--- src/hdl/pms_pkg.sv ---
// shared types and constants of the partitioned multi-stack
package pms_pkg;

    localparam int CMD_W = 1;
    localparam int SEL_W = 4;
    localparam int VAL_W = 32;
    localparam int STATUS_W = 2;
    localparam int NS_W = 5;
    localparam int CNT_W = 11;
    localparam int IDX_MAX_W = 8;
    localparam int ADDR_MAX_W = 16;

    localparam int CFG_IDX_W = 4;
    localparam int CFG_DATA_W = 11;

    localparam logic [CFG_IDX_W-1:0] REG_NUM_STACKS = 4'd0;
    localparam logic [CFG_IDX_W-1:0] REG_TOTAL_SIZE = 4'd1;

    localparam logic [NS_W-1:0] NUM_STACKS_RST = 5'd1;
    localparam logic [CNT_W-1:0] TOTAL_SIZE_RST = 11'd1024;

    localparam logic CMD_PUSH = 1'b0;
    localparam logic CMD_POP = 1'b1;

    localparam int CMD_LSB = 0;
    localparam int SEL_LSB = CMD_LSB + CMD_W;
    localparam int PUSH_LSB = SEL_LSB + SEL_W;
    localparam int S_DATA_W = ((PUSH_LSB + VAL_W + 7) / 8) * 8;

    localparam int STATUS_LSB = 0;
    localparam int POP_LSB = STATUS_LSB + STATUS_W;
    localparam int M_DATA_W = ((POP_LSB + VAL_W + 7) / 8) * 8;

    typedef enum logic [STATUS_W-1:0] {
        ST_OK        = 2'd0,
        ST_INVALID   = 2'd1,
        ST_OVERFLOW  = 2'd2,
        ST_UNDERFLOW = 2'd3
    } status_t;

    typedef enum logic [1:0] {
        OP_NONE  = 2'd0,
        OP_WRITE = 2'd1,
        OP_READ  = 2'd2
    } op_t;

    typedef struct packed {
        logic                  busy;
        logic [NS_W-1:0]       eff_stacks;
        logic                  we;
        logic [IDX_MAX_W-1:0]  idx;
        logic [ADDR_MAX_W-1:0] start;
        logic [CNT_W-1:0]      size;
    } part_ctl_t;

    typedef struct packed {
        op_t                   op;
        status_t               status;
        logic [ADDR_MAX_W-1:0] addr;
        logic [VAL_W-1:0]      data;
    } q_entry_t;

endpackage

--- src/hdl/pms_cfg.sv ---
// configuration registers and partition builder (divider and table sweep)
module pms_cfg #(
    parameter int STORE_DEPTH = 1024,
    parameter int MAX_STACKS  = 16
) (
    input  logic                            clk,
    input  logic                            rst_n,
    input  logic                            cfg_valid,
    output logic                            cfg_ready,
    input  logic [pms_pkg::CFG_IDX_W-1:0]   cfg_index,
    input  logic [pms_pkg::CFG_DATA_W-1:0]  cfg_data,
    output pms_pkg::part_ctl_t              part
);

    localparam int IW = (MAX_STACKS > 1) ? $clog2(MAX_STACKS) : 1;
    localparam int NW = pms_pkg::NS_W;
    localparam int CW = pms_pkg::CNT_W;
    localparam int STEP_W = $clog2(CW);

    typedef enum logic [1:0] {
        S_LOAD,
        S_DIV,
        S_SWEEP,
        S_IDLE
    } state_t;

    state_t            state_reg;
    logic [NW-1:0]     num_stacks_reg;
    logic [CW-1:0]     total_size_reg;
    logic [NW-1:0]     eff_reg;
    logic [NW-1:0]     div_reg;
    logic [NW-1:0]     rem_reg;
    logic [CW-1:0]     quo_reg;
    logic [CW-1:0]     dvd_reg;
    logic [STEP_W-1:0] step_reg;
    logic [IW-1:0]     idx_reg;
    logic [CW-1:0]     pos_reg;

    logic [NW-1:0]     n_eff;
    logic [CW-1:0]     t_eff;
    logic [NW:0]       trial;
    logic              fits;
    logic [CW-1:0]     cur_size;
    logic              cfg_wr;

    assign cfg_ready = 1'b1;
    assign cfg_wr = cfg_valid && cfg_ready;

    always_comb
    begin
        if (num_stacks_reg == '0)
        begin
            n_eff = NW'(1);
        end
        else if (int'(num_stacks_reg) > MAX_STACKS)
        begin
            n_eff = NW'(MAX_STACKS);
        end
        else
        begin
            n_eff = num_stacks_reg;
        end
        if (int'(total_size_reg) > STORE_DEPTH)
        begin
            t_eff = CW'(STORE_DEPTH);
        end
        else
        begin
            t_eff = total_size_reg;
        end
    end

    // one restoring step per cycle
    assign trial = {rem_reg, dvd_reg[CW-1]};
    assign fits = (trial >= {1'b0, div_reg});

    always_comb
    begin
        if (int'(idx_reg) < int'(eff_reg))
        begin
            cur_size = quo_reg + CW'(int'(idx_reg) < int'(rem_reg));
        end
        else
        begin
            cur_size = '0;
        end
    end

    always_ff @(posedge clk or negedge rst_n)
    begin
        if (!rst_n)
        begin
            state_reg      <= S_LOAD;
            num_stacks_reg <= pms_pkg::NUM_STACKS_RST;
            total_size_reg <= pms_pkg::TOTAL_SIZE_RST;
            eff_reg        <= NW'(1);
            div_reg        <= NW'(1);
            rem_reg        <= '0;
            quo_reg        <= '0;
            dvd_reg        <= '0;
            step_reg       <= '0;
            idx_reg        <= '0;
            pos_reg        <= '0;
        end
        else
        begin
            case (state_reg)
                S_LOAD:
                begin
                    eff_reg   <= n_eff;
                    div_reg   <= n_eff;
                    dvd_reg   <= t_eff;
                    rem_reg   <= '0;
                    quo_reg   <= '0;
                    step_reg  <= '0;
                    state_reg <= S_DIV;
                end
                S_DIV:
                begin
                    rem_reg  <= fits ? NW'(trial - {1'b0, div_reg}) : NW'(trial);
                    quo_reg  <= {quo_reg[CW-2:0], fits};
                    dvd_reg  <= {dvd_reg[CW-2:0], 1'b0};
                    step_reg <= step_reg + STEP_W'(1);
                    if (step_reg == STEP_W'(CW - 1))
                    begin
                        idx_reg   <= '0;
                        pos_reg   <= '0;
                        state_reg <= S_SWEEP;
                    end
                end
                S_SWEEP:
                begin
                    pos_reg <= pos_reg + cur_size;
                    idx_reg <= idx_reg + IW'(1);
                    if (idx_reg == IW'(MAX_STACKS - 1))
                    begin
                        state_reg <= S_IDLE;
                    end
                end
                default:
                begin
                    state_reg <= S_IDLE;
                end
            endcase
            if (cfg_wr && cfg_index == pms_pkg::REG_NUM_STACKS)
            begin
                num_stacks_reg <= cfg_data[NW-1:0];
                state_reg      <= S_LOAD;
            end
            else if (cfg_wr && cfg_index == pms_pkg::REG_TOTAL_SIZE)
            begin
                total_size_reg <= cfg_data[CW-1:0];
                state_reg      <= S_LOAD;
            end
        end
    end

    always_comb
    begin
        part.busy       = (state_reg != S_IDLE);
        part.eff_stacks = eff_reg;
        part.we         = (state_reg == S_SWEEP);
        part.idx        = pms_pkg::IDX_MAX_W'(idx_reg);
        part.start      = pms_pkg::ADDR_MAX_W'(pos_reg);
        part.size       = cur_size;
    end

    a_write_rebuilds : assert property (@(posedge clk) disable iff (!rst_n)
        (cfg_wr && (cfg_index == pms_pkg::REG_NUM_STACKS
                    || cfg_index == pms_pkg::REG_TOTAL_SIZE)) |=> part.busy)
        else $error("configuration write did not start a partition rebuild");

endmodule

--- config.mk ---
export PLATFORM = sky130hd
export DESIGN_NAME = pms_cfg
export DESIGN_NICKNAME = d
export VERILOG_FILES = /design/src/hdl/pms_pkg.sv /design/src/hdl/pms_cfg.sv
export SDC_FILE = /design/constraint.sdc
export NUM_CORES = 1
export LEC_CHECK = 0
export BUFFER_PORTS_ARGS = -buffer_cell sky130_fd_sc_hd__buf_2
export CAP_MARGIN = 30
export CORE_MARGIN = 2
export CORE_UTILIZATION = 51
export CTS_CLUSTER_SIZE = 20
export DETAILED_ROUTE_END_ITERATION = 7
export PLACE_DENSITY = 0.84
export SLEW_MARGIN = 10
export SYNTH_ARGS = -nofsm -noshare
export SYNTH_HDL_FRONTEND = slang
export SYNTH_SLANG_ARGS = --single-unit
export TNS_END_PERCENT = 1
--- constraint.sdc ---
create_clock -name clk -period 3.5 [get_ports clk]
set_clock_uncertainty 0.15 [all_clocks]
set_input_delay 0.175 -clock clk [delete_from_list [all_inputs] [get_ports clk]]
set_output_delay 0.175 -clock clk [all_outputs]
set_load 0.1 [all_outputs]
### Word level (Yosys, flattened, before mapping)

Index checks and enable logic that the tools add are counted.

* bitwise logic cells: 1
* add/subtract/negate cells: 5
* muxes and demuxes: 18
* reduce and logical (&&, ||, !) cells: 10
* $lt $le $gt $ge: 5
* equal/unequal tests: 9

Operators by type and width (count)
* $pmux 11 s2: 3
* $mux 11: 3
* $pmux 4 s2: 2
* $mux 5: 3
* $add 11x1->11: 1
* $add 11x11->11: 1
* $gt 11x11->1 const B: 1
* $lt 4x5->1: 2
* $pmux 5 s2: 1
* $add 4x1->4 const B: 2
* $eq 4x4->1 const B: 2
* $mux 2: 4
* $ge 6x5->1: 1
* $pmux 2 s3: 1
* $reduce_and 2->1: 3
* $gt 5x5->1 const B: 1
* $logic_not 5->1: 1
* $sub 5x5->5: 1
* $eq 4x1->1 const B: 1
* $logic_not 4->1: 1
* $mux 4: 1
* $ne 2x2->1 const B: 2
* $ne 4x1->1 const B: 1
* $ne 4x4->1 const B: 1
* 6 further kinds: 8

* flip-flop bits (word level): 69
* output and inout port bits: 43
* bits of input ports: 18
* word-level logic and storage cells: 58

### Logic depth before layout (Yosys ltp)

* depth after elaboration: 5
* depth in mapped cells: 22
* gate-level depth less buffers: 22

### Worst setup path after synthesis

Ideal clock, no wire load.

* kind: register -> register
* from: register idx_reg[1]
* to: register pos_reg[10]
* clock period less this slack: 5.762 ns
* data required time: 3.267 ns
* slack: -2.262 ns
* setup time: 0.083 ns
* stages on the path, launching flop included: 21
* buffers on the path: 0
* data arrival time: 5.529 ns
* cells stage by stage: dfrtp_1 ha_1 o21ai_0 nand2b_1 a21o_1 a21oi_1 or2_2 ha_1 ha_1 nand3_2 nor2_1 xnor2_1 nor2_1 ha_1 a211o_1 a21oi_1 a21boi_0 a2bb2oi_1 xnor2_1 or3_1 o21ai_0

RTL lines
* start: declaration: line pms_cfg.sv:36 `logic [IW-1:0] idx_reg;`
* start signal: assignment: line pms_cfg.sv:134 `idx_reg <= idx_reg + IW'(1);`
* end signal: assignment: line pms_cfg.sv:133 `pos_reg <= pos_reg + cur_size;`
* end: declaration: line pms_cfg.sv:37 `logic [CW-1:0] pos_reg;`

### Final worst setup path

* from: register idx_reg[1]
* to: register pos_reg[10]

* word-level cells in the longest chain between the ends: 5
* elaborated cells between the ends (all ways): 6
* classes of those cells: add/sub (2); order compare (2); mux (2)

RTL lines
* $lt 4x5->1: line pms_cfg.sv:81 `cur_size = quo_reg + CW'(int'(idx_reg) < int'(rem_reg));`
* $add 11x1->11: line pms_cfg.sv:81
* $mux 11 (*): line pms_cfg.sv:79 `if (int'(idx_reg) < int'(eff_reg))`
* $add 11x11->11 (*): line pms_cfg.sv:133
* $pmux 11 s2 (*): line pms_cfg.sv:107 `case (state_reg)`

Mark *: on every way between the ends. The rest lies on a longest branch, timed or not.
A chain may end at the register's enable or synchronous reset.

==> impl_metrics.env <==
export IMPL_globalplace_congestion=0.937
export IMPL_via_count=3269
export IMPL_synth_yosys_warnings=0
export IMPL_postSynth_asyncResetShare_pct=100
export IMPL_areaGrowthSynthToFinish_pct=33.1
export IMPL_core_area_um2=7290
export IMPL_count_of_fill_cells_added_during_filler_insertion=542
export IMPL_tritoncts_num_sinks=69
export IMPL_numPortBuffers=50
export IMPL_timing_critical_path_arrival_ns=3.94
export IMPL_yosysSeqAreaShare_pct=44.7
export IMPL_pin_count_of_the_biggest_net_entering_global_routing=50
export IMPL_ant_nets=0
export IMPL_synth_distinct_cells=49
export IMPL_worst_r2r_path_depth=20
export IMPL_finalSetupViolCount=6
export IMPL_root_driver="sky130_fd_sc_hd__clkbuf_8"
export IMPL_netlist_area_um2=3870
export IMPL_insertedDiodeCount=0
export IMPL_chipHeight_um=91.1
export IMPL_avgSynthCellArea_um2=10.2
export IMPL_gr_usage_all_layers_pct=24.3
export IMPL_avgRoutedWirePerCell_um=16.6
export IMPL_row_count=31
export IMPL_synth_edf_count=0
export IMPL_floorplan_initialDensity_pct=53.1
export IMPL_critical_path_required_ns=3.62
export IMPL_register_bit_total_from_synthesis=69
export IMPL_grt_overflow_total=0
export IMPL_min_delay_path_class="input pin to flop"
export IMPL_share_of_post_route_cells_with_drive_strength_above_1_pct=37.9
export IMPL_antenna_violations_before_repair=0
export IMPL_grt_pass1_wl_um=15800
export IMPL_drtIter0Drc=162
export IMPL_critPathKind="flop to flop"
export IMPL_dpl_instance_area_um2=4660
export IMPL_endpoint_kind="flop"
export IMPL_finish_net_count=532
export IMPL_post_dp_hpwl_um=6740
export IMPL_sequential_cell_area_um2=1750
export IMPL_final_design_area_no_fill_um2=5150
export IMPL_wirelength_um=9820
export IMPL_final_hold_viol_count=0
export IMPL_yosys_area_top_type="sky130_fd_sc_hd__dfrtp_1"
export IMPL_final_max_slew_viol_count=0
export IMPL_worstHoldPathCells=3
export IMPL_yosysMostFrequentCell="sky130_fd_sc_hd__dfrtp_1"
export IMPL_drt_pass1_iter_count=6
export IMPL_synth_top_cell_area_share_pct=42.7
export IMPL_max_clock_freq_ghz=0.262
export IMPL_design_die_area_um2=8300
export IMPL_clockBufferDepth=2
export IMPL_synthFlopType="sky130_fd_sc_hd__dfrtp_1"
export IMPL_routed_via_density=5.54
export IMPL_post_route_drc_count=0
export IMPL_clock_insertion_delay_worst_skew_ns=0.35
export IMPL_ios=61
export IMPL_grt_setup_unrepaired="true"
export IMPL_timing_final_ws_setup_ns=-0.321
export IMPL_finalCoreUtilization_pct=70.6
export IMPL_final_min_period_over_clock_period_pct=109
export IMPL_multi_input_area_um2=2190
export IMPL_run_status="complete, but fails checks"
export IMPL_start_kind="flop"
export IMPL_violations="setup timing"
export IMPL_cts_made_buffers=9
export IMPL_postSynthCellCount=380
export IMPL_synth_commonest_cells="sky130_fd_sc_hd__dfrtp_1, sky130_fd_sc_hd__nand2_1, sky130_fd_sc_hd__o21ai_0, sky130_fd_sc_hd__ha_1, sky130_fd_sc_hd__inv_1"
export IMPL_crit_path_max_fanout=3
export IMPL_tightest_slew_ns=0.661
export IMPL_ctsHtreeMaxLevel=3
export IMPL_die_width_um=91.1
export IMPL_maxSlewHeadroom_pct=55.9
export IMPL_cts_clk_slew_worst_paths_ns=0.08
export IMPL_netlist_top_cells_area="sky130_fd_sc_hd__dfrtp_1, sky130_fd_sc_hd__ha_1, sky130_fd_sc_hd__mux2_2"
export IMPL_clock_tree_from_tritoncts="yes"
export IMPL_cap_viol_max_count=0
export IMPL_final_min_clock_period_ns=3.82
export IMPL_number_of_global_route_vias_before_repair=3296
-- path summary, 6_finish.rpt --
kind / from / end / slack [ns]
min: cfg_index[0] / num_stacks_reg[2]$_DFFE_PN0P_ / 0.14
max: idx_reg[1]$_DFFE_PN0P_ / pos_reg[10]$_DFFE_PN0P_ / -0.32
max in group asynchronous: rst_n / div_reg[3]$_DFFE_PN0P_ / 1.98
min reg2reg: dvd_reg[10]$_DFFE_PN0P_ / dvd_reg[10]$_DFFE_PN0P_ / 0.35
min in group asynchronous: rst_n / pos_reg[3]$_DFFE_PN0P_ / 0.19
max reg2reg: idx_reg[1]$_DFFE_PN0P_ / pos_reg[10]$_DFFE_PN0P_ / -0.32
-- cell usage in the layout (no fill, tap or decap), types with 10 or more instances in the layout --
| cell | n |
|---|---|
| sky130_fd_sc_hd__nand2_1 | 30 |
| sky130_fd_sc_hd__inv_1 | 24 |
| sky130_fd_sc_hd__nor2_1 | 12 |
| sky130_fd_sc_hd__buf_2 | 49 |
| sky130_fd_sc_hd__ha_1 | 19 |
| sky130_fd_sc_hd__buf_4 | 47 |
| sky130_fd_sc_hd__nand2b_1 | 11 |
| sky130_fd_sc_hd__mux2_2 | 18 |
| sky130_fd_sc_hd__o21ai_0 | 23 |
| sky130_fd_sc_hd__a22o_1 | 17 |
| sky130_fd_sc_hd__dlygate4sd3_1 | 14 |
| sky130_fd_sc_hd__conb_1 | 10 |
| sky130_fd_sc_hd__dfrtp_1 | 59 |
-- timing repair --
| item | CTS | global route |
|---|---|---|
| hold endpoints to repair | 36 | 1 |
| buffers inserted | 1 | 2 |
| pin swaps | 12 | 10 |
| gates resized for setup | 10 | 11 |
| endpoints found under the setup margin | 5 | 9 |
| hold buffers | 12 | 2 |
-- logic make-up after synthesis --
kind of cell / after synthesis / share of synthesized area [%]
XOR/XNOR: 19 / 4.30
adder cells (fa/ha/maj): 28 / 9.44
flip-flops: 69 / 44.7
other: 2 / 0.194
AO/OA/AOI/OAI: 86 / 15.6
buffers and inverters: 52 / 6.24
multiplexers: 24 / 6.79
AND/OR/NAND/NOR: 100 / 12.7
-- final cells by class --
type                       instances  share of cell area [%]
clock buffer                      11                    2.55
clock inverter                     5                    1.63
inverter                          27                    2.04
multi-input combinational        267                    42.6
sequential                        69                    33.9
tap                               99                    2.41
timing repair buffer             112                    14.8
-- stage by stage --
step | TNS (ns) | worst slack [ns] | hold WS [ns] | cells
after global routing | -1.86 | -0.465 | 0.139 | 590
after CTS | -0.807 | -0.228 | 0.0137 | 584
after detailed placement | -0.954 | -0.266 | 0.0267 | 555
after floorplan | -4.38 | -0.806 | -0.271 | 388
final | -0.745 | -0.321 | 0.142 | 590
after global placement | -0.427 | -0.167 | 0.0178 | 555
-- critical path, cell delays in order (launching register included) --
cell	delay, ns
sky130_fd_sc_hd__dfrtp_4	0.49
sky130_fd_sc_hd__ha_4	0.27
sky130_fd_sc_hd__o21ai_2	0.05
sky130_fd_sc_hd__nand2b_1	0.09
sky130_fd_sc_hd__a21o_1	0.13
sky130_fd_sc_hd__a21oi_1	0.06
sky130_fd_sc_hd__or2_4	0.24
sky130_fd_sc_hd__ha_4	0.17
sky130_fd_sc_hd__ha_4	0.16
sky130_fd_sc_hd__nand3_4	0.07
sky130_fd_sc_hd__nor2_4	0.05
sky130_fd_sc_hd__xnor2_2	0.15
sky130_fd_sc_hd__nor2_4	0.15
sky130_fd_sc_hd__ha_4	0.21
sky130_fd_sc_hd__a211o_1	0.30
sky130_fd_sc_hd__a21oi_2	0.18
sky130_fd_sc_hd__a21boi_2	0.08
sky130_fd_sc_hd__a2bb2oi_2	0.15
sky130_fd_sc_hd__xnor2_2	0.15
sky130_fd_sc_hd__or3_1	0.36
sky130_fd_sc_hd__o21ai_1	0.09
-- layer usage --
metal / track usage (%) / part of all wire, % / vias up
met5: 0 / 0 / -
met4: 8.33 / 2.5 / 0
met3: 6.22 / 5.4 / 28
met2: 43.1 / 52 / 114
met1: 28.4 / 40 / 1601
li1: - / - / 1526
Power is not shown: default switching activity piles up to over one toggle a cycle in this logic, so the estimate is an artifact.
