File: src/hdl/pms_pkg.sv
// shared types and constants of the partitioned multi-stack
package pms_pkg;

    localparam int CMD_W = 1;
    localparam int SEL_W = 4;
    localparam int VAL_W = 32;
    localparam int STATUS_W = 2;
    localparam int NS_W = 5;
    localparam int CNT_W = 11;
    localparam int IDX_MAX_W = 8;
    localparam int ADDR_MAX_W = 16;

    localparam int CFG_IDX_W = 4;
    localparam int CFG_DATA_W = 11;

    localparam logic [CFG_IDX_W-1:0] REG_NUM_STACKS = 4'd0;
    localparam logic [CFG_IDX_W-1:0] REG_TOTAL_SIZE = 4'd1;

    localparam logic [NS_W-1:0] NUM_STACKS_RST = 5'd1;
    localparam logic [CNT_W-1:0] TOTAL_SIZE_RST = 11'd1024;

    localparam logic CMD_PUSH = 1'b0;
    localparam logic CMD_POP = 1'b1;

    localparam int CMD_LSB = 0;
    localparam int SEL_LSB = CMD_LSB + CMD_W;
    localparam int PUSH_LSB = SEL_LSB + SEL_W;
    localparam int S_DATA_W = ((PUSH_LSB + VAL_W + 7) / 8) * 8;

    localparam int STATUS_LSB = 0;
    localparam int POP_LSB = STATUS_LSB + STATUS_W;
    localparam int M_DATA_W = ((POP_LSB + VAL_W + 7) / 8) * 8;

    typedef enum logic [STATUS_W-1:0] {
        ST_OK        = 2'd0,
        ST_INVALID   = 2'd1,
        ST_OVERFLOW  = 2'd2,
        ST_UNDERFLOW = 2'd3
    } status_t;

    typedef enum logic [1:0] {
        OP_NONE  = 2'd0,
        OP_WRITE = 2'd1,
        OP_READ  = 2'd2
    } op_t;

    typedef struct packed {
        logic                  busy;
        logic [NS_W-1:0]       eff_stacks;
        logic                  we;
        logic [IDX_MAX_W-1:0]  idx;
        logic [ADDR_MAX_W-1:0] start;
        logic [CNT_W-1:0]      size;
    } part_ctl_t;

    typedef struct packed {
        op_t                   op;
        status_t               status;
        logic [ADDR_MAX_W-1:0] addr;
        logic [VAL_W-1:0]      data;
    } q_entry_t;

endpackage

File: src/hdl/pms_front.sv
// front end: accepts commands, checks them against stack counts and bounds
module pms_front #(
    parameter int STORE_DEPTH = 1024,
    parameter int MAX_STACKS  = 16
) (
    input  logic                           clk,
    input  logic                           rst_n,
    input  pms_pkg::part_ctl_t             part,
    input  logic                           s_tvalid,
    output logic                           s_tready,
    input  logic [pms_pkg::S_DATA_W-1:0]   s_tdata,
    input  logic                           q_full,
    output logic                           q_push,
    output pms_pkg::q_entry_t              q_entry
);

    localparam int IW = (MAX_STACKS > 1) ? $clog2(MAX_STACKS) : 1;
    localparam int AW = (STORE_DEPTH > 1) ? $clog2(STORE_DEPTH) : 1;
    localparam int CW = pms_pkg::CNT_W;
    localparam int SW = ((AW > CW) ? AW : CW) + 1;

    logic [CW-1:0] count_reg [MAX_STACKS];
    logic [AW-1:0] start_reg [MAX_STACKS];
    logic [CW-1:0] size_reg  [MAX_STACKS];

    logic                        cmd;
    logic [pms_pkg::SEL_W-1:0]   sel;
    logic [IW-1:0]               idx;
    logic [CW-1:0]               cnt;
    logic [CW-1:0]               sz;
    logic [SW-1:0]               top_addr;

    assign cmd = s_tdata[pms_pkg::CMD_LSB];
    assign sel = s_tdata[pms_pkg::SEL_LSB +: pms_pkg::SEL_W];
    assign idx = IW'(sel);
    assign cnt = count_reg[idx];
    assign sz = size_reg[idx];
    assign top_addr = SW'(start_reg[idx]) + SW'(cnt);

    assign s_tready = !part.busy && !q_full;
    assign q_push = s_tvalid && s_tready;

    always_comb
    begin
        q_entry.op     = pms_pkg::OP_NONE;
        q_entry.status = pms_pkg::ST_OK;
        q_entry.addr   = '0;
        q_entry.data   = s_tdata[pms_pkg::PUSH_LSB +: pms_pkg::VAL_W];
        if ({1'b0, sel} >= part.eff_stacks)
        begin
            q_entry.status = pms_pkg::ST_INVALID;
        end
        else if (cmd == pms_pkg::CMD_PUSH)
        begin
            if (cnt >= sz)
            begin
                q_entry.status = pms_pkg::ST_OVERFLOW;
            end
            else
            begin
                q_entry.op   = pms_pkg::OP_WRITE;
                q_entry.addr = pms_pkg::ADDR_MAX_W'(top_addr);
            end
        end
        else
        begin
            if (cnt == '0)
            begin
                q_entry.status = pms_pkg::ST_UNDERFLOW;
            end
            else
            begin
                q_entry.op   = pms_pkg::OP_READ;
                q_entry.addr = pms_pkg::ADDR_MAX_W'(top_addr - SW'(1));
            end
        end
    end

    always_ff @(posedge clk or negedge rst_n)
    begin
        if (!rst_n)
        begin
            for (int i = 0; i < MAX_STACKS; i++)
            begin
                count_reg[i] <= '0;
            end
        end
        else if (part.busy)
        begin
            for (int i = 0; i < MAX_STACKS; i++)
            begin
                count_reg[i] <= '0;
            end
        end
        else if (q_push)
        begin
            case (q_entry.op)
                pms_pkg::OP_WRITE: count_reg[idx] <= cnt + CW'(1);
                pms_pkg::OP_READ:  count_reg[idx] <= cnt - CW'(1);
                default:           count_reg[idx] <= cnt;
            endcase
        end
    end

    // partition bounds, filled by the builder sweep
    always_ff @(posedge clk)
    begin
        if (part.we)
        begin
            start_reg[IW'(part.idx)] <= AW'(part.start);
            size_reg[IW'(part.idx)]  <= part.size;
        end
    end

    a_op_matches_status : assert property (@(posedge clk) disable iff (!rst_n)
        q_push |-> ((q_entry.status == pms_pkg::ST_OK)
                    == (q_entry.op != pms_pkg::OP_NONE)))
        else $error("queued operation disagrees with its status");

    a_push_counts_up : assert property (@(posedge clk) disable iff (!rst_n)
        (q_push && q_entry.op == pms_pkg::OP_WRITE)
        |=> (count_reg[$past(idx)] == $past(cnt) + CW'(1)))
        else $error("accepted push did not grow the stack");

endmodule

File: config.mk
export PLATFORM = sky130hd
export DESIGN_NAME = pms_front
export DESIGN_NICKNAME = d
export VERILOG_FILES = /design/src/hdl/pms_pkg.sv /design/src/hdl/pms_front.sv
export SDC_FILE = /design/constraint.sdc
export NUM_CORES = 1
export LEC_CHECK = 0
export BUFFER_PORTS_ARGS = -buffer_cell sky130_fd_sc_hd__buf_2
export CAP_MARGIN = 20
export CORE_UTILIZATION = 61
export CTS_BUF_LIST = sky130_fd_sc_hd__clkbuf_16
export DETAILED_ROUTE_END_ITERATION = 12
export GPL_ROUTABILITY_DRIVEN = 0
export GPL_TIMING_DRIVEN = 0
export PLACE_DENSITY = 0.8
export SKIP_CTS_REPAIR_TIMING = 1
export SYNTH_ARGS = -nofsm -noshare
export SYNTH_HDL_FRONTEND = slang
export SYNTH_SLANG_ARGS = --single-unit
File: constraint.sdc
create_clock -name clk -period 6.85 [get_ports clk]
set_clock_uncertainty 0.05 [all_clocks]
set_input_delay 0.3425 -clock clk [delete_from_list [all_inputs] [get_ports clk]]
set_output_delay 0.3425 -clock clk [all_outputs]
set_load 0.02 [all_outputs]
### Yosys cells after proc, flatten, opt, wreduce, memory -nomap -nowiden

Memory sizes are Yosys's and may differ from the RTL's.
Index checks and enable logic that the tools add are counted.

* bits in registers: 176
* latch bits: 0
* bits in writable memories: 336
* ROM bits: 0
* logic and storage cells: 59
* memories: 2

* add/sub/neg operators: 4
* multiply operators: 0
* div/mod/pow operators: 0
* magnitude comparators: 4
* eq/ne operators: 2
* shifts and indexed selects: 0
* muxes and demuxes: 23
* bitwise logic cells: 1
* reductions and logical operators: 7

Memory list
* size_reg: depth 16, width 11, rd ports 1, clocked after memory_dff 0, write ports 1, line pms_front.sv:24 `logic [CW-1:0] size_reg [MAX_STACKS];`
* start_reg: depth 16, width 10, rd ports 1, clocked after memory_dff 0, write ports 1, line pms_front.sv:23 `logic [AW-1:0] start_reg [MAX_STACKS];`

Operator list (number)
* bitwise mux 176 bit: 3
* 2-to-1 mux 176 bit: 2
* one-hot mux 176 bit (2 select lines): 1
* binary-select mux 11 bit (select 4 bit): 1
* demux 11 bit (select 4 bit): 1
* 2-to-1 mux 11 bit: 3
* 2-to-1 mux 16 bit: 2
* 2-to-1 mux 20 bit: 1
* subtractor 12 x 1 -> 13 bit (second input constant): 1
* adder 10 x 11 -> 12 bit: 1
* 2-to-1 mux 12 bit: 1
* adder 11 x 1 -> 11 bit (second input constant): 1
* >= comparator 11 bit: 1
* logical NOT 11 bit: 1
* subtractor 11 x 1 -> 11 bit (second input constant): 1
* 2-to-1 mux 2 bit: 5
* >= comparator 4 x 5 -> 1 bit: 1
* >= comparator 5 bit (second input constant): 1
* less-than comparator 5 x 1 -> 1 bit (second input constant): 1
* inverter 4 -> 5 bit: 1
* logical AND 1 bit: 3
* 2-to-1 mux 1 bit: 3
* == test 2 x 1 -> 1 bit (second input constant): 1
* == test 2 bit (second input constant): 1
* other kinds (2): 3

### Depth between registers and ports, before layout

Gate-level depths: netlist of the first run.

* word-level depth: 13
* gate-level depth with buffers: 27
* gate-level depth less buffers: 20

### Worst setup path before layout of the first run

Ideal clock, no wire load.

* kind: input-to-reg
* start point: input port s_tdata[1] (netlist bit)
* end point: register count_reg[52] (netlist bit)
* setup time: 0.121 ns
* arrival: 6.476 ns
* data required time: 6.679 ns
* setup slack: 0.203 ns
* cell stages on the path: 26
* cell sequence: buf_6 -> buf_6 -> buf_6 -> buf_6 -> buf_6 -> buf_2 -> buf_1 -> mux4_2 -> mux4_2 -> ha_1 -> nand2b_1 -> a21o_1 -> a21o_1 -> a21o_1 -> a21o_1 -> a21oi_1 -> o211ai_1 -> clkbuf_1 -> ha_1 -> clkbuf_1 -> nor3_1 -> buf_2 -> nor2_1 -> clkbuf_1 -> o22ai_1 -> a22o_1

* longest elaborated chain between the ends: 12

Ends and longest elaborated chain
* start, declared: line pms_front.sv:11 `input logic [pms_pkg::S_DATA_W-1:0] s_tdata,`
* inverter 4 -> 5 bit (not written as such)
* binary-select mux 11 bit (select 4 bit): line pms_front.sv:36 `assign cnt = count_reg[idx];`
* 2-to-1 mux 11 bit (not written as such) (2 in series): line pms_front.sv:36
* >= comparator 11 bit / logical NOT 11 bit (equally long branches): line pms_front.sv:55, pms_front.sv:67
* 2-to-1 mux 1 bit / 2-to-1 mux 2 bit (equally long branches): line pms_front.sv:55, pms_front.sv:67
* 2-to-1 mux 20 bit: line pms_front.sv:53 `else if (cmd == pms_pkg::CMD_PUSH)`
* 2-to-1 mux 2 bit: line pms_front.sv:49 `if ({1'b0, sel} >= part.eff_stacks)`
* == test 2 bit / == test 2 x 1 -> 1 bit (equally long branches): line pms_front.sv:97 `case (q_entry.op)`
* one-hot mux 176 bit (2 select lines) *: line pms_front.sv:97
* 2-to-1 mux 176 bit *: line pms_front.sv:95 `else if (q_push)`
* 2-to-1 mux 176 bit *: line pms_front.sv:88 `else if (part.busy)`
* end signal, assigned by index: line pms_front.sv:98 `pms_pkg::OP_WRITE: count_reg[idx] <= cnt + CW'(1);`
* end signal, assigned by index: line pms_front.sv:99 `pms_pkg::OP_READ: count_reg[idx] <= cnt - CW'(1);`
* end signal, assigned by index: line pms_front.sv:100 `default: count_reg[idx] <= cnt;`
* end, declared: line pms_front.sv:22 `logic [CW-1:0] count_reg [MAX_STACKS];`

Every way passes the cells marked *; elsewhere a longest branch is shown, timed or not. The select of a mux whose other input is x is not followed.
A chain may end at the register's enable or synchronous reset.

### Worst setup path after layout of the first run

* start point: input port s_tdata[2] (netlist bit)
* end point: register count_reg[109] (netlist bit)

The elaborated chain is that of the path after synthesis.

==> results of run 1 <==
[critical path: cells and delay by family]
family / cells / cell delay, ns
buffers and inverters: 11 / 3.35
AOI/OAI and AO/OA: 8 / 1.52
muxes: 2 / 0.90
adders and majority gates: 2 / 0.65
and+or+nand+nor: 2 / 0.54
[power groups by stage]
stage                     clock network [mW]  logic, mW  registers [mW]
after global placement                     0      0.593            3.42
after floorplan                            0      0.383            3.42
final                                   2.81      0.686            3.36
after CTS                               2.81      0.636            3.36
after detailed placement                   0      0.625            3.42
after global routing                    2.92      0.718            3.36
[stage by stage]
step | worst slack [ns] | util | TNS [ns] | instances
CTS | -1.79 | 0.696 | -275.14 | 2514
detailed placement | -2.34 | 0.655 | -374.37 | 2423
global placement | -2.15 | 0.647 | -340.47 | 2410
finish | 0.0348 | 0.709 | 0 | 2528
global route | -0.0367 | 0.709 | -0.389 | 2527
floorplan | 0.203 | - | 0 | 1793
[path summary, 6_finish.rpt]
kind / startpoint / end / slack [ns] / depth (start not counted)
max in group asynchronous: rst_n / count_reg[61] / 5.54 / 3
setup / recovery: s_tdata[2] / count_reg[109] / 0.03 / 25
setup reg to reg: count_reg[79] / count_reg[109] / 0.87 / 19
min in group asynchronous: rst_n / count_reg[119] / 0.27 / 2
hold reg to reg: count_reg[51] / count_reg[51] / 0.43 / 2
hold / removal: part[1] / size_reg[7][1] / 0.05 / 1
[metal layers]
metal | vias to the layer above | wire (um)
li1 | 7402 | -
met1 | 8925 | 25600
met2 | 1493 | 36300
met3 | 367 | 8790
met4 | 4 | 4720
met5 | - | 27
[logic make-up after synthesis]
group | after synthesis
DFF | 512
AOI/OAI and AO/OA | 455
and+or+nand+nor | 416
buffers and inverters | 195
muxes | 161
adders and majority gates | 31
xor gates and xnor gates | 23
[synth_stat cells (18+ instances only)]
master	number	area, um2
a21oi_1	91	455
a22o_1	82	718
a31oi_1	33	206
and3_1	18	113
buf_2	21	105
buf_4	37	278
clkbuf_1	83	312
dfrtp_1	176	4400
edfxtp_1	336	10100
ha_1	30	375
inv_1	29	109
mux4_2	150	3380
nand2_1	137	514
nand2b_1	25	156
nand3_1	37	185
nor2_1	128	480
nor3_1	18	90.1
o21ai_0	56	280
o221ai_1	30	263
o22ai_1	42	263
[area by class of cell]
cell class | instances | area, um2
clock buffers | 52 | 1300
inverters | 32 | 120
clock inverters | 39 | 332
diodes | 1 | 2.50
plain buffers | 163 | 912
flip-flops and latches | 512 | 14500
multi-input cells | 1086 | 9590
well taps | 525 | 657
repair buffers | 118 | 812
fillers | 2500 | 11600
==> impl_metrics.csv, run 1 <==
group,metric,value,unit
floorplanning,io-pin-count,140,
grt,top_usage_layer,"met2",
cts,clock_sinks,512,
power,leakagePower,10.4,nW
synthesis,synth_cell_types,75,
layout,drive_gt1_frac,0.256,
power,p_per_area,243,nW/um2
sta,tightest_slew,1.10,ns
synthesis,synthArstFlopShare,0.344,
grt,grt.overflow.total,0,
grt,grtUsageMet2,0.600,
grt,use_met1,0.458,
synthesis,synthMuxAreaShare,0.142,
synthesis,seq_area_frac_synth,0.588,
critical_path,cp-end-kind,"flop",
synthesis,yosys.area_share.xor_xnor,0.00817,
sta,finalCritPeriodShare,0.995,
critical_path,cp_slowest_cell,"mux4_2",
synthesis,synth_cells,1793,
synthesis,synth_top_family_by_area,"multiplexers",
layout,final_cell_mix,"edfxtp_1, dfrtp_1, mux4_2, nand2_1, buf_2",
sta,hold_violations,0,
synthesis,synth_nets,1910,
critical_path,slowest_delay,0.50,ns
floorplanning,fp.dieW,203,um
grt,grt_antenna_before_repair,3,
drt,totalWireLength,75.4,mm
layout,final_nets,2081,
sta,setup_viol,0,
grt,grt_max_degree,100,
critical_path,cp_max_fo,10,
layout,final_common_cell,"edfxtp_1",
floorplanning,die_area,41200,um2
sta,max_freq,0.147,GHz
sta,min_period,6.82,ns
power,clockPowerShare,0.410,
sta,slew_headroom,0.265,
floorplanning,core-area,39800,um2
place,port-buffer-count,92,
power,p_switching,1.72,mW
cts,cts_buffers,51,
grt,grt_usage,0.370,
floorplanning,die_h,203,um
power,pwr-share-comb,0.100,
cts,htreeDepth,2,
synthesis,synth_seq_cells,512,
critical_path,crit_arrival,7.32,ns
synthesis,synthAdderAreaFrac,0.0160,
min_path,hold_path_class,"in2reg",
power,internal-power,5.14,mW
sta,slew_viol_final,0,
power,power,6.86,mW
drt,detail_route.first_pass.iterations,8,
layout,design_area,28200,um2
drt,wire_per_inst,29.8,um
power,peakVddDrop,0.273,mV
critical_path,critPathKind,"in2reg",
synthesis,synth_edf_count,336,
synthesis,yosys_warnings,0,
place,dp_hpwl,47.9,mm
critical_path,crit_top_cell,"buf_2",
grt,grt_pass1_wl,112,mm
drt,drc,0,
layout,area_delta_synth_final,14.4,%
cts,root_buffer,"clkbuf_16",
drt,num_vias,18191,
grt,grt_pass1_vias,18069,
grt,use_met3,0.0949,
critical_path,worstPathRequired,7.35,ns
job,drv_cap,0,
floorplanning,row_count,73,
synthesis,synth-main-ff-cell,"edfxtp_1",
floorplanning,start_util,0.619,
power,seqPwrFrac,0.490,
drt,final_antenna_net_count,0,
sta,holdWs,0.0475,ns
synthesis,synth_compound_area_frac,0.128,
cts,clock_latency,0.62,ns
critical_path,startpoint_type,"primary input",
power,switching_share,0.251,
run_status,status,"finished, final reports clean",
synthesis,synth_area_per_cell,13.8,um2
cts,clk_path_buf_depth,3,
synthesis,synthesis.area,24700,um2
place,placed_area,26100,um2
drt,drtIter0Drc,2607,
synthesis,synthSimpleGateAreaFrac,0.0798,
cts,clk_pin_slew,0.07,ns
cts,cts_tree,"built",
drt,vias_per_cell,7.20,
(Power assumes the default switching activity.)
==> run 2, diff against run 1 <==
--- a/config.mk
+++ b/config.mk
@@ -7,6 +7,7 @@
 export LEC_CHECK = 0
 export BUFFER_PORTS_ARGS = -buffer_cell sky130_fd_sc_hd__buf_2
 export CAP_MARGIN = 20
+export CORE_MARGIN = 2
 export CORE_UTILIZATION = 61
 export CTS_BUF_LIST = sky130_fd_sc_hd__clkbuf_16
 export DETAILED_ROUTE_END_ITERATION = 12
==> run 2 against run 1 <==
Utilization decreased by 0.13 points. Register-to-register slack got worse by 0.16 ns. Combinational power decreased by 0.7%. Non-clock buffer count decreased by 4. Global-route usage decreased by 1.6 points. Sequential cell count unchanged. Die area increased by 2.0%. Fmax increased by 0.19%. Clock-buffer cell count increased by 1. Total power decreased by 0.28%. Largest cell class unchanged.
==> impl_metrics.csv, run 2 (synthesis gave the netlist of run 1 again) <==
group,metric,value,unit
run_status,status,"finished, final reports clean",
cts,clk_path_buf_depth,3,
layout,final_common_cell,"edfxtp_1",
grt,grt_pass1_wl,109,mm
layout,drive_gt1_frac,0.253,
sta,finalCritPeriodShare,0.993,
critical_path,cp-end-kind,"flop",
critical_path,cp_max_fo,11,
floorplanning,die_h,205,um
grt,grt_antenna_before_repair,1,
min_path,hold_path_class,"in2reg",
critical_path,worstPathCellList,"buf_2, buf_2, clkbuf_1, mux4_2, a22oi_1, nand2_1, buf_2, clkbuf_1, ha_1, a21o_1, a21o_1, a21o_1, a21oi_1, o211ai_1, clkbuf_2, ha_1, clkbuf_2, clkbuf_2, clkbuf_2, a21oi_1, nor2_1, a221o_1",
layout,final_nets,2078,
drt,vias_per_cell,7.17,
critical_path,critPathLaunch,"s_tdata[2]",
sta,fin_tns_setup,0,ns
power,seqPwrFrac,0.491,
drt,detail_route.first_pass.iterations,8,
power,peakVddDrop,0.314,mV
cts,clk_pin_slew,0.06,ns
cts,root_buffer,"clkbuf_16",
job,drv_cap,0,
power,p_per_area,243,nW/um2
sta,rsz0062_at_grt,"no",
sta,layout_setup_ws,0.0477,ns
cts,cts_tree,"built",
critical_path,crit_top_cell,"clkbuf_2",
critical_path,startpoint_type,"primary input",
grt,grt.overflow.total,0,
power,switching_share,0.245,
power,clockPowerShare,0.409,
sta,tightest_slew,1.08,ns
drt,totalWireLength,73.7,mm
sta,max_freq,0.147,GHz
sta,min_period,6.80,ns
floorplanning,die_area,42000,um2
layout,final_cell_mix,"edfxtp_1, dfrtp_1, mux4_2, nand2_1, nor2_1",
critical_path,critPathKind,"in2reg",
drt,drtIter0Drc,2708,
layout,antennaDiodeCount,0,
floorplanning,core-area,39800,um2
critical_path,r2r_end,"count_reg[43]",
power,p_switching,1.68,mW
power,leakagePower,10.4,nW
floorplanning,io-pin-count,140,
critical_path,rr_startpoint,"count_reg[46]",
sta,hold_violations,0,
cts,clock_latency,0.64,ns
grt,grt_max_degree,94,
floorplanning,fp.dieW,205,um
floorplanning,start_util,0.619,
drt,wire_per_inst,29.2,um
critical_path,reg2reg_slack,0.71,ns
grt,grt_usage,0.354,
floorplanning,row_count,73,
grt,grt_pass1_vias,17928,
sta,setup_viol,0,
power,internal-power,5.16,mW
drt,final_antenna_net_count,0,
power,power,6.84,mW
drt,num_vias,18101,
place,place_ws,-2.21,ns
critical_path,slowest_delay,0.82,ns
place,dp_hpwl,47.5,mm
cts,clock_sinks,512,
layout,area_delta_synth_final,14.2,%
sta,slew_headroom,0.279,
critical_path,reg2regPathDepth,19,
layout,fill_cells,2534,
power,pwr-share-comb,0.100,
place,port-buffer-count,92,
critical_path,worstPathRequired,7.27,ns
cts,cts_buffers,52,
layout,utilization,0.707,
cts,htreeDepth,2,
sta,slew_viol_final,0,
critical_path,cp_slowest_cell,"clkbuf_1",
critical_path,crit_arrival,7.22,ns
critical_path,endpoint,"count_reg[43]",
drt,drc,0,
sta,holdWs,0.0311,ns
## run 2: layout make-up
cell class / count / area [um2] / share of cell area
Buffer: 162 / 908 / 0.0322
Clock buffer: 53 / 1330 / 0.0471
Clock inverter: 38 / 343 / 0.0122
Inverter: 32 / 120 / 0.00426
Multi-Input combinational cell: 1086 / 9570 / 0.340
Sequential cell: 512 / 14500 / 0.515
Tap cell: 525 / 657 / 0.0233
Timing Repair Buffer: 115 / 751 / 0.0266
## run 2: worst min-delay path by stage
stage	from	to	slack, ns	cells after the start
after floorplan	rst_n	count_reg[0]	-0.003	0
after global placement	count_reg[150]	count_reg[150]	0.40	2
after detailed placement	rst_n	count_reg[115]	0.33	1
after CTS	rst_n	count_reg[2]	-0.31	1
after global routing	part[14]	start_reg[7][3]	0.03	1
final	part[14]	start_reg[7][3]	0.03	1
## run 2: routing by layer
| layer | wire [um] | vias to the layer above | GRT usage |
|---|---|---|---|
| met5 | 7 | - | 0.00238 |
| met4 | 4120 | 2 | 0.181 |
| met3 | 8630 | 306 | 0.0842 |
| met2 | 35500 | 1417 | 0.571 |
| met1 | 25500 | 9002 | 0.453 |
| li1 | - | 7374 | - |
## run 2: worst max-delay path, delay by kind of cell
family	cells	cell delay [ns]
compound gates	8	1.85
fa+ha+maj	2	0.74
buf+inv	9	3.29
mux	1	0.44
simple gates	2	0.53
## run 2: power groups by stage
stage               logic [mW]  registers [mW]  clock network, mW
floorplan                0.383            3.42                  0
global placement         0.592            3.42                  0
detailed placement       0.624            3.42                  0
CTS                      0.635            3.36               2.80
global route             0.713            3.36               2.92
finish                   0.681            3.36               2.80
## run 2: through the flow
stage	cells	instance area, um2
after floorplan	1793	24700
after global placement	2410	25800
after detailed placement	2421	26000
after CTS	2512	27700
after global routing	2523	28200
final	2523	28200
