## src/hdl/pms_pkg.sv

```systemverilog
// shared types and constants of the partitioned multi-stack
package pms_pkg;

    localparam int CMD_W = 1;
    localparam int SEL_W = 4;
    localparam int VAL_W = 32;
    localparam int STATUS_W = 2;
    localparam int NS_W = 5;
    localparam int CNT_W = 11;
    localparam int IDX_MAX_W = 8;
    localparam int ADDR_MAX_W = 16;

    localparam int CFG_IDX_W = 4;
    localparam int CFG_DATA_W = 11;

    localparam logic [CFG_IDX_W-1:0] REG_NUM_STACKS = 4'd0;
    localparam logic [CFG_IDX_W-1:0] REG_TOTAL_SIZE = 4'd1;

    localparam logic [NS_W-1:0] NUM_STACKS_RST = 5'd1;
    localparam logic [CNT_W-1:0] TOTAL_SIZE_RST = 11'd1024;

    localparam logic CMD_PUSH = 1'b0;
    localparam logic CMD_POP = 1'b1;

    localparam int CMD_LSB = 0;
    localparam int SEL_LSB = CMD_LSB + CMD_W;
    localparam int PUSH_LSB = SEL_LSB + SEL_W;
    localparam int S_DATA_W = ((PUSH_LSB + VAL_W + 7) / 8) * 8;

    localparam int STATUS_LSB = 0;
    localparam int POP_LSB = STATUS_LSB + STATUS_W;
    localparam int M_DATA_W = ((POP_LSB + VAL_W + 7) / 8) * 8;

    typedef enum logic [STATUS_W-1:0] {
        ST_OK        = 2'd0,
        ST_INVALID   = 2'd1,
        ST_OVERFLOW  = 2'd2,
        ST_UNDERFLOW = 2'd3
    } status_t;

    typedef enum logic [1:0] {
        OP_NONE  = 2'd0,
        OP_WRITE = 2'd1,
        OP_READ  = 2'd2
    } op_t;

    typedef struct packed {
        logic                  busy;
        logic [NS_W-1:0]       eff_stacks;
        logic                  we;
        logic [IDX_MAX_W-1:0]  idx;
        logic [ADDR_MAX_W-1:0] start;
        logic [CNT_W-1:0]      size;
    } part_ctl_t;

    typedef struct packed {
        op_t                   op;
        status_t               status;
        logic [ADDR_MAX_W-1:0] addr;
        logic [VAL_W-1:0]      data;
    } q_entry_t;

endpackage

```

## src/hdl/pms_fifo.sv

```systemverilog
// short command queue between front and back end
module pms_fifo #(
    parameter int DEPTH = 4
) (
    input  logic              clk,
    input  logic              rst_n,
    input  logic              push,
    input  pms_pkg::q_entry_t push_entry,
    output logic              full,
    input  logic              pop,
    output logic              not_empty,
    output pms_pkg::q_entry_t head
);

    localparam int PW = (DEPTH > 1) ? $clog2(DEPTH) : 1;
    localparam int CW = $clog2(DEPTH + 1);

    pms_pkg::q_entry_t entry_reg [DEPTH];
    logic [PW-1:0] wr_ptr_reg;
    logic [PW-1:0] rd_ptr_reg;
    logic [CW-1:0] count_reg;
    logic          do_push;
    logic          do_pop;

    assign full = (count_reg == CW'(DEPTH));
    assign not_empty = (count_reg != '0);
    assign head = entry_reg[rd_ptr_reg];
    assign do_push = push && !full;
    assign do_pop = pop && not_empty;

    always_ff @(posedge clk or negedge rst_n)
    begin
        if (!rst_n)
        begin
            wr_ptr_reg <= '0;
            rd_ptr_reg <= '0;
            count_reg  <= '0;
        end
        else
        begin
            if (do_push)
            begin
                wr_ptr_reg <= (wr_ptr_reg == PW'(DEPTH - 1)) ? '0 : wr_ptr_reg + PW'(1);
            end
            if (do_pop)
            begin
                rd_ptr_reg <= (rd_ptr_reg == PW'(DEPTH - 1)) ? '0 : rd_ptr_reg + PW'(1);
            end
            if (do_push && !do_pop)
            begin
                count_reg <= count_reg + CW'(1);
            end
            else if (do_pop && !do_push)
            begin
                count_reg <= count_reg - CW'(1);
            end
        end
    end

    always_ff @(posedge clk)
    begin
        if (do_push)
        begin
            entry_reg[wr_ptr_reg] <= push_entry;
        end
    end

    a_count_bound : assert property (@(posedge clk) disable iff (!rst_n)
        count_reg <= CW'(DEPTH))
        else $error("queue fill count beyond depth");

endmodule

```

## config.mk

```make
export PLATFORM = sky130hd
export DESIGN_NAME = pms_fifo
export DESIGN_NICKNAME = d
export VERILOG_FILES = /design/src/hdl/pms_pkg.sv /design/src/hdl/pms_fifo.sv
export SDC_FILE = /design/constraint.sdc
export NUM_CORES = 1
export LEC_CHECK = 0
export BUFFER_PORTS_ARGS = -buffer_cell sky130_fd_sc_hd__buf_2
export CORE_ASPECT_RATIO = 0.9
export CORE_UTILIZATION = 50
export CTS_BUF_LIST = sky130_fd_sc_hd__clkbuf_8
export CTS_CLUSTER_SIZE = 30
export DETAILED_ROUTE_END_ITERATION = 6
export PLACE_DENSITY = 0.71
export SETUP_SLACK_MARGIN = 0.15
export SLEW_MARGIN = 20
export SYNTH_ARGS = -nofsm -noshare
export SYNTH_HDL_FRONTEND = slang
export SYNTH_SLANG_ARGS = --single-unit
```

## constraint.sdc

```tcl
create_clock -name clk -period 4.7 [get_ports clk]
set_input_delay 0 -clock clk [delete_from_list [all_inputs] [get_ports clk]]
set_output_delay 0 -clock clk [all_outputs]
set_load 0.05 [all_outputs]
```

# [Word level (Yosys, flattened, before mapping)]
# Memory sizes are Yosys's and may differ from the RTL's.
# Cells that the tools add are included.
[word_totals] ff_bits=7 ram_bits=208 inputBits=56 wordCells=26 n_memories=1
[memory_table] name="entry_reg" words=4 word_bits=52 rd=1 rd_ports_with_merged_regs=0 write_ports=1 line="pms_fifo.sv:18" rtl="pms_pkg::q_entry_t entry_reg [DEPTH];"
[op_classes] n_addsub=4 n_eq_ne=3 n_mux=6 reduce_logical=9
[op_table] op="2-to-1 mux 3 bit" count=2
[op_table] op="adder 2 x 1 -> 2 bit, second input constant" count=2
[op_table] op="== test 2 bit, second input constant" count=2
[op_table] op="logical AND 1 bit" count=4
[op_table] op="2-to-1 mux 2 bit" count=2
[op_table] op="adder 3 x 1 -> 3 bit, second input constant" count=1
[op_table] op="== test 3 bit, second input constant" count=1
[op_table] op="logical NOT 1 bit" count=3
[op_table] op="nonzero test 3 bit" count=1
[op_table] op="subtractor 3 x 1 -> 3 bit, second input constant" count=1
[op_table] op="2-to-1 mux 1 bit" count=2
[op_table] op="nonzero test 2 bit" count=1

# [Logic depth before layout (Yosys ltp)]
# Gate-level depths: netlist of run 1.
[depth] depth_word=7 depth_mapped=8 mapped_depth_nobuf=8

# [Worst setup path after synthesis of run 1]
# No wires, ideal clock.
[synth_timing] path_kind="register -> register" from="reg count_reg[2]" to="mem entry_reg[3][0] (netlist bit) (enable)" setup_time_ns=0.463 arrival_ns=2.830 t_required_ns=4.237 slack_ns=1.407 stages_incl_launch_ff=3 path_buffers=0 synth_period_minus_slack_ns=3.293 cell_sequence="dfrtp_1 -> nor3b_4 -> nor2_1"
[synth_between] elab_chain_cells=5
[synth_lines] item="start: declaration" line="pms_fifo.sv:21" rtl="logic [CW-1:0] count_reg;"
[synth_lines] item="start signal: assignment" line="pms_fifo.sv:51" rtl="count_reg <= count_reg + CW'(1);"
[synth_lines] item="start signal: assignment" line="pms_fifo.sv:55" rtl="count_reg <= count_reg - CW'(1);"
[synth_lines] item="== test 3 bit" line="pms_fifo.sv:25" rtl="assign full = (count_reg == CW'(DEPTH));"
[synth_lines] item="named net full" line="pms_fifo.sv:9" rtl="output logic full,"
[synth_lines] item="logical NOT 1 bit" line="pms_fifo.sv:28" rtl="assign do_push = push && !full;"
[synth_lines] item="logical AND 1 bit" line="pms_fifo.sv:28"
[synth_lines] item="2-to-1 mux 1 bit" line="pms_fifo.sv:62" rtl="if (do_push)"
[synth_lines] item="2-to-1 mux 1 bit (implied by the code)" line="pms_fifo.sv:64" rtl="entry_reg[wr_ptr_reg] <= push_entry;"
[synth_lines] item="end: declaration" line="pms_fifo.sv:18"
# The timed path passes the listed nets, and every way through them passes these cells.

==> qor.csv, run 1 <==
metric;value;unit
status;completed;
clock skew;0.0166;ns
share of cells above drive strength 1;41.5;%
Crit. End Element;output port;
Clock Path Buffers;3;
R2R Setup Slk;2.33;ns
min-delay worst type;in2reg;
CORE AREA;15500;sq um
worst skew pair latency;0.51;ns
Die Y;122;microns
asr flop ratio synth;3.26;%
Initial Utilization;51.6;%
Die W;136;microns
CTS Root Cell;clkbuf_8;
Leak Pwr;3.50;nW
met2 usage;28.6;%
yosys warns;0;
cts bufs inserted;34;
endpoints failing hold;0;
Mapped Nets;372;
initial antenna violation count;0;
period utilization;52.7;%
most frequent cells in the layout;208 x edfxtp_1, 109 x buf_2, 55 x dlygate4sd3_1;
vias in the first global route;4069;
critical path class;reg2out;
Post-synth EDFFs;208;
post-DP HPWL;8.40;mm
FF+latch count, synth;215;
crit-path max cell delay;0.78;ns
Max Fclk;0.404;GHz
max-slew violation count;0;
Synth-to-Final Area Change;23.5;%
hold_sp;push;
GRT Max-Usage Layer;met2;
Top Ports;110;
PD cells;681;nW/um^2
met1 usage in global routing;24.2;%
Bufs and invs on worst path;2;
Unique masters post-synth;20;
R2R Path Start;count_reg[2];
DR vias;3795;
CP Launch Type;register;
WL final;14.3;mm
Die Footprint;16600;sq um
Seq/Total Area, Yosys;80.0;%
RR Endpoint;entry_reg[0][37];
max FFs per register;208;
WP data arrival;2.48;ns
row count;43;
R2R depth;4;
CTS tree;built;
Gate Count Post-Synth;309;
Max Cap Violations;0;
RSZ-0062 raised after global routing;false;
Slew HR;33.4;%
setup repair bufs after CTS;0;
DRT Pass-1 Iters;4;
Vias/cell;5.22;
CP Max Fanout;30;
hold_ws;0.0631;ns
All-Layer GR Usage;18.2;%
CTS H-Tree Depth;2;
Congestion Overflow GR;0;
Synth Area per Inst;26.0;sq um
commonest non-fill, non-tap cell in the layout;edfxtp_1;
VDD IR-drop max;477;uV
CP Cell Sequence;buf_16 -> mux4_1 -> buf_2;
diodes inserted;0;
Slowest-stage cell, CP;dfrtp_4;
Clock Pin Slew Worst Setup and Hold Paths;0.06;ns
DRC Markers;0;
Iter 0 DRT Violations;177;
Worst Tran Pin Value;0.997;ns
CTS sink cnt;215;
Final min period;2.48;ns
hold path depth;3;
nets@finish;566;
setup_tns;0;ns
largest net degree at the start of global routing;56;
Port Buffers;109;
drt wl/cell;19.7;microns
mapped cell area;8030;sq um
Routed Antenna Nets;0;
final core utilization;63.7;%
critical path's top delay family;flip-flops;
Global Route met3 Usage;5.12;%
Worst Hold End;wr_ptr_reg[1];
Setup-failing EPs final;0;
CP required;4.70;ns
first-pass GRT wire length;22.0;mm
Synth Flop Type;edfxtp_1;
Resized cells post-CTS;0;
routability cong.;0.687;
-- synth_stat cells, drive strengths merged, types with 2 or more instances --
cell | count | area (sq um)
nor2 | 4 | 15.0
and2 | 3 | 18.8
inv | 3 | 11.3
dfrtp | 7 | 175
mux4 | 52 | 1190
mux2 | 5 | 56.3
buf | 12 | 141
nand2 | 2 | 15.0
xor2 | 2 | 17.5
edfxtp | 208 | 6250
ha | 6 | 75.1
-- where the power goes --
group	switching (mW)	leakage (nW)	internal, mW
registers	0.211	1.99	2.54
clock network	0.671	0.336	0.720
logic	1.77	1.18	0.833
total	2.65	3.50	4.09
-- worst max-delay path by stage --
stage                            end  slack, ns     startpoint  depth (start not counted)
floorplan            entry_reg[3][0]       1.41   count_reg[2]                          2
global placement    entry_reg[1][35]       2.40   count_reg[2]                          4
detailed placement   entry_reg[0][0]       2.31   count_reg[2]                          4
CTS                         head[42]       1.96  rd_ptr_reg[0]                          2
global route                head[32]       2.08  rd_ptr_reg[0]                          3
finish                      head[32]       2.22  rd_ptr_reg[0]                          3
-- metal layers --
| metal | vias to the layer above | part of all wire, % |
|---|---|---|
| li1 | 1712 | - |
| met1 | 1945 | 44 |
| met2 | 117 | 48 |
| met3 | 21 | 5.7 |
| met4 | 0 | 1.6 |
| met5 | - | 0 |
-- layout make-up --
| class | instances | area, sq um |
|---|---|---|
| clock inverters | 21 | 85.1 |
| flip-flops and latches | 215 | 6430 |
| well taps | 202 | 253 |
| clock buffers | 37 | 509 |
| inverters | 3 | 11.3 |
| repair buffers | 170 | 1160 |
| fillers | 1055 | 5640 |
| multi-input cells | 79 | 1460 |
-- per-stage QoR --
stage	setup slack, ns	total power [mW]	area (sq um)	cells
2_1_floorplan	1.41	4.87	8030	309
3_3_place_gp	2.40	5.32	8740	613
3_5_place_dp	2.31	5.37	8740	613
4_1_cts	1.96	6.81	9880	726
5_1_grt	2.08	7.03	9910	727
6_report	2.22	6.74	9910	727
-- timing repair --
action / in CTS / in global routing
hold buffers: 55 / 0
endpoints found under the hold margin: 218 / 0
endpoints found under the setup margin: 0 / 0
-- worst reg2reg max path: stages (launching register included) --
cell     delay (ns)
dfrtp_1        0.41
nor3b_4        0.18
nor2b_2        0.26
and2_2         0.62
buf_4          0.53
-- logic make-up (layout without fill, tap and decap cells) --
group	count (synthesis)	in the layout	share of synthesized area [%]
flip-flops	215	215	80.0
multiplexers	57	57	15.5
buffers and inverters	15	231	1.90
AND/OR/NAND/NOR	12	12	1.09
adder cells (fa/ha/maj)	7	7	1.18
XOR/XNOR	3	3	0.327
(Power assumes the default switching activity.)
==> run 2: changes to the inputs <==
Settings changed: ABC_AREA set to 1, PLACE_DENSITY 0.71 to 0.73.
Clock period 4.7 ns to 2.1 ns, I/O delays scaled along.
==> run 2 against run 1 <==
  * Setup slack worse by 2.0 ns
  * Clock-buffer cell count is 2 lower
  * Sequential cell count stayed put
  * Synthesized cell count is 120% higher
  * Final cell count is 49% higher
  * Die area is 7.5% higher
  * Utilization is 0.098 points higher
  * Clock skew is 0.0033 ns lower
  * Hold slack better by 0.19 ns
  * Sequential power is 120% higher
==> qor.csv, run 2 <==
metric;value;unit
dpl cells;967;
Synth area leaders;edfxtp_1 72%, o211ai_1 9.0%, nand2_1 7.4%;
Unique masters post-synth;15;
XOR/XNOR Fraction of Synth Area;0.101;%
post-DP HPWL;10.1;mm
Synth-to-Final Area Change;24.8;%
Slew HR;69.8;%
Synth Flop Type;edfxtp_1;
Routed Antenna Nets;0;
Synth Area in Compound Gates;9.10;%
Adder-Cell Fraction of Synth Area;1.10;%
Post-synth EDFFs;208;
Iter 0 DRT Violations;372;
period utilization;88.6;%
CP required;2.10;ns
Die Y;127;microns
routability cong.;0.833;
Worst Tran Pin Value;0.452;ns
PD cells;1550;nW/um^2
Seq/Total Area, Yosys;74.3;%
CORE AREA;16900;sq um
Synth Area per Inst;13.0;sq um
asr flop ratio synth;3.26;%
Initial Utilization;51.1;%
Gate Count Post-Synth;666;
clock skew;0.0133;ns
cts bufs inserted;35;
multi-input logic area;1650;sq um
first-pass GRT wire length;28.7;mm
diodes inserted;0;
Vias/cell;5.07;
Setup-failing EPs final;0;
VDD IR-drop max;1220;uV
Port Buffers;109;
endpoints failing hold;0;
row count;45;
max-slew violation count;0;
Congestion Overflow GR;0;
Max Cap Violations;0;
share of cells above drive strength 1;20.7;%
main combinational cell family by area after synthesis;compound AO/OA/AOI/OAI gates;
vias in the first global route;5803;
Final min period;1.86;ns
Synth Area in Simple Gates;8.17;%
crit-path max cell delay;0.57;ns
final non-filler cell total;1086;
mapped cell area;8640;sq um
cell accounting for the most synthesized area;edfxtp_1;
nets@finish;917;
post-synthesis mux area share;0;%
Die W;141;microns
Top Ports;110;
Max Fclk;0.537;GHz
Die Footprint;17800;sq um
CTS tree;built;
commonest non-fill, non-tap cell in the layout;edfxtp_1;
Bufs and invs on worst path;2;
Clock Path Buffers;3;
All-Layer GR Usage;21.0;%
most frequent cells in the layout;208 x edfxtp_1, 169 x nand2_1, 131 x inv_1;
Leak Pwr;4.40;nW
critical path's top delay family;flip-flops;
CTS H-Tree Depth;2;
CTS Root Cell;clkbuf_8;
CP Cell Sequence;buf_12 -> nand2_1 -> o211ai_1 -> nand2_1 -> buf_2;
DRT Pass-1 Iters;5;
Mapped Nets;729;
hold_ws;0.257;ns
Crit. End Element;output port;
RSZ-0062 raised after global routing;false;
CP Launch Type;register;
layout filler cell count;1238;
max FFs per register;208;
largest net degree at the start of global routing;55;
status;completed;
Slowest-stage cell, CP;dfrtp_4;
CTS sink cnt;215;
WL final;17.9;mm
top cells by count, synth;208 x edfxtp_1, 171 x nand2_1, 118 x inv_1;
WP data arrival;1.86;ns
count leader, synth;edfxtp_1;
DR vias;5508;
critical path class;reg2out;
Clock Pin Slew Worst Setup and Hold Paths;0.06;ns
CP Max Fanout;52;
share of the synthesized area in the top cell type;72.3;%
most used cell, CP;nand2_1;
min-delay worst type;in2reg;
yosys warns;0;
FF+latch count, synth;215;
drt wl/cell;16.5;microns
DRC Markers;0;
initial antenna violation count;0;
worst skew pair latency;0.50;ns
setup_tns;0;ns
register area;6430;sq um
[run 2: changes by cell type in the layout (fill, tap and decap cells not counted), moves of 4 or more]
cell,previous run,this run
mux4_2,48,0
mux2_2,5,0
inv_1,12,131
nand2_1,1,169
buf_12,0,8
o211ai_1,0,104
mux4_1,4,0
clkinv_1,9,5
buf_4,5,12
nand3_1,0,5
[run 2: layout make-up]
class	instances	area share, %
sequential	215	59.6
multi-input combinational	298	15.3
timing repair buffer	185	12.7
clock buffer	35	4.47
inverter	119	4.14
tap	211	2.45
clock inverter	23	1.32
[run 2: per-stage QoR]
step / setup slack, ns / power (mW) / util, % / area, sq um
final: 0.239 / 16.7 / 63.8 / 10800
after global routing: 0.122 / 17.6 / 63.8 / 10800
after CTS: 0.152 / 16.8 / 63.7 / 10800
after detailed placement: 0.178 / 13.3 / 56.5 / 9540
after global placement: 0.293 / 13.1 / 56.5 / 9540
after floorplan: 0.183 / 11.4 / - / 8690
[run 2: worst paths after layout]
path                                     start                to  slack [ns]  cells after the start
worst max-delay path             rd_ptr_reg[0]          head[25]        0.24                      5
worst min-delay path            push_entry[31]  entry_reg[3][31]        0.26                      2
worst max register to register    count_reg[2]      count_reg[2]        0.25                     10
worst min register to register   wr_ptr_reg[1]     wr_ptr_reg[1]        0.56                      2
max in group asynchronous                rst_n     rd_ptr_reg[0]        1.33                      3
min in group asynchronous                rst_n     rd_ptr_reg[1]        0.48                      3
[run 2: power breakdown]
| part | internal [mW] | leakage (nW) | total, mW | switching (mW) |
|---|---|---|---|---|
| combinational | 1.90 | 2.05 | 7.50 | 5.59 |
| clock | 1.79 | 0.368 | 3.29 | 1.50 |
| sequential | 5.64 | 1.99 | 5.92 | 0.274 |
[run 2: what timing repair did]
item	4_1_cts	5_1_grt
gates resized for setup	4	5
hold buffers	56	0
pin swaps	0	1
setup buffers	2	3
endpoints found under the setup margin	46	42
hold endpoints to repair	220	0
[run 2: layer usage]
metal / vias to the layer above / routed length [microns] / global-route usage (%)
li1: 2679 / - / -
met4: 0 / 263 / 7.67
met1: 2655 / 7550 / 25.3
met2: 150 / 9130 / 37.2
met3: 24 / 984 / 4.64
met5: - / 0 / 0
[run 2: cell families (layout without fill, tap and decap cells)]
group,after synthesis,count (layout)
DFF,215,215
adders and majority gates,7,7
and+or+nand+nor,185,185
AOI/OAI and AO/OA,105,105
xor gates and xnor gates,1,1
buffers and inverters,153,362
==> run 3: changes to the inputs <==
Settings changed: PLACE_DENSITY 0.73 to 0.7.
Clock period 2.1 ns to 2.4 ns, I/O delays scaled along.
==> run 3 against run 2 <==
  * Non-clock buffer count fell by 6
  * Utilization fell by 0.46 points
  * Final cell count fell by 0.55%
  * Sequential cell count did not move
  * Critical path depth fell by 1
  * Via count fell by 1.7%
  * Highest routed layer unchanged
==> qor.csv, run 3 (synthesized netlist as in run 2, its figures left out) <==
metric;value;unit
multi-input logic area;1630;sq um
max FFs per register;208;
PD cells;1340;nW/um^2
CTS sink cnt;215;
Routed Antenna Nets;0;
Top Ports;110;
status;completed;
min-delay worst type;in2reg;
largest net degree at the start of global routing;65;
All-Layer GR Usage;20.4;%
Slew HR;54.7;%
WL final;17.3;mm
CORE AREA;16900;sq um
Crit. End Element;output port;
total power;14.3;mW
post-DP HPWL;10.3;mm
worst skew pair latency;0.49;ns
Clock Path Buffers;3;
critical path class;reg2out;
endpoints failing hold;0;
Final min period;2.09;ns
Setup-failing EPs final;0;
row count;45;
Clock Pin Slew Worst Setup and Hold Paths;0.06;ns
max-slew violation count;0;
CTS H-Tree Depth;2;
WP data arrival;2.09;ns
drt wl/cell;16.0;microns
VDD IR-drop max;1120;uV
CTS tree;built;
commonest non-fill, non-tap cell in the layout;edfxtp_1;
Worst Tran Pin Value;0.679;ns
vias in the first global route;5490;
period utilization;87.2;%
Placement Setup Slack;0.230;ns
CP required;2.40;ns
Synth-to-Final Area Change;23.9;%
DRC Markers;0;
Port Buffers;109;
placed cell area;9540;sq um
Max Fclk;0.478;GHz
Leak Pwr;4.36;nW
CTS Root Cell;clkbuf_8;
CP Max Fanout;29;
initial antenna violation count;1;
most frequent cells in the layout;208 x edfxtp_1, 170 x nand2_1, 132 x inv_1;
clock skew;0.00968;ns
routability cong.;0.863;
DRT Pass-1 Iters;5;
Iter 0 DRT Violations;417;
Congestion Overflow GR;0;
Final WS setup;0.307;ns
layout filler cell count;1249;
Die Y;127;microns
Vias/cell;5.01;
register area;6430;sq um
Die W;141;microns
nets@finish;911;
Die Footprint;17800;sq um
post-route cell area;10700;sq um
CP Launch Type;register;
share of cells above drive strength 1;19.5;%
first-pass GRT wire length;27.6;mm
RSZ-0062 raised after global routing;true;
Max Cap Violations;0;
Initial Utilization;51.1;%
cts bufs inserted;35;
DR vias;5412;
==> run 3: path summary, 6_finish.rpt <==
| path | to | depth (start not counted) | start | slack (ns) |
|---|---|---|---|---|
| max in group asynchronous | rd_ptr_reg[0] | 3 | rst_n | 1.62 |
| setup / recovery | head[27] | 4 | rd_ptr_reg[0] | 0.31 |
| hold reg to reg | count_reg[0] | 1 | count_reg[0] | 0.55 |
| setup reg to reg | count_reg[2] | 11 | count_reg[0] | 0.34 |
| min in group asynchronous | count_reg[0] | 3 | rst_n | 0.50 |
| hold / removal | entry_reg[3][15] | 2 | push_entry[15] | 0.26 |
==> run 3: report_power, final <==
part	switching, mW	leakage (nW)	internal (mW)
clock network	1.31	0.352	1.45
logic	4.80	2.02	1.57
registers	0.269	1.99	4.93
==> run 3: final cells by class <==
type,count,share of cell area (%)
Multi-Input combinational cell,298,15.2
Timing Repair Buffer,179,12.5
Sequential cell,215,60.0
Inverter,119,4.17
Clock inverter,22,1.06
Tap cell,211,2.47
Antenna cell,1,0.0234
Clock buffer,35,4.50
==> run 3: through the flow <==
stage	instances	util (%)	hold WS (ns)	TNS, ns
after floorplan	666	-	-0.296	-30.46
after global placement	966	56.5	-0.163	0
after CTS	1079	63.3	0.225	0
after detailed placement	966	56.5	-0.157	0
after global routing	1080	63.4	0.227	0
final	1080	63.4	0.261	0
==> run 3: repair_timing <==
item                       CTS  global route
hold endpoints to repair   220             0
gates resized for setup      0             2
hold buffers                56             0
setup endpoints to repair    0             3
setup buffers                0             0
==> run 3: worst max-delay path: stages (launching register included) <==
cell      delay, ns
dfrtp_4        0.64
buf_4          0.35
o211ai_1       0.15
nand2_1        0.16
buf_2          0.29
==> run 3: per-layer routing <==
metal / routed length [microns] / global-route usage [%] / vias to the layer above
met5: 0 / 0 / -
met3: 1060 / 4.08 / 29
met4: 304 / 7.80 / 0
met2: 8320 / 34.0 / 168
li1: - / - / 2671
met1: 7640 / 26.6 / 2544
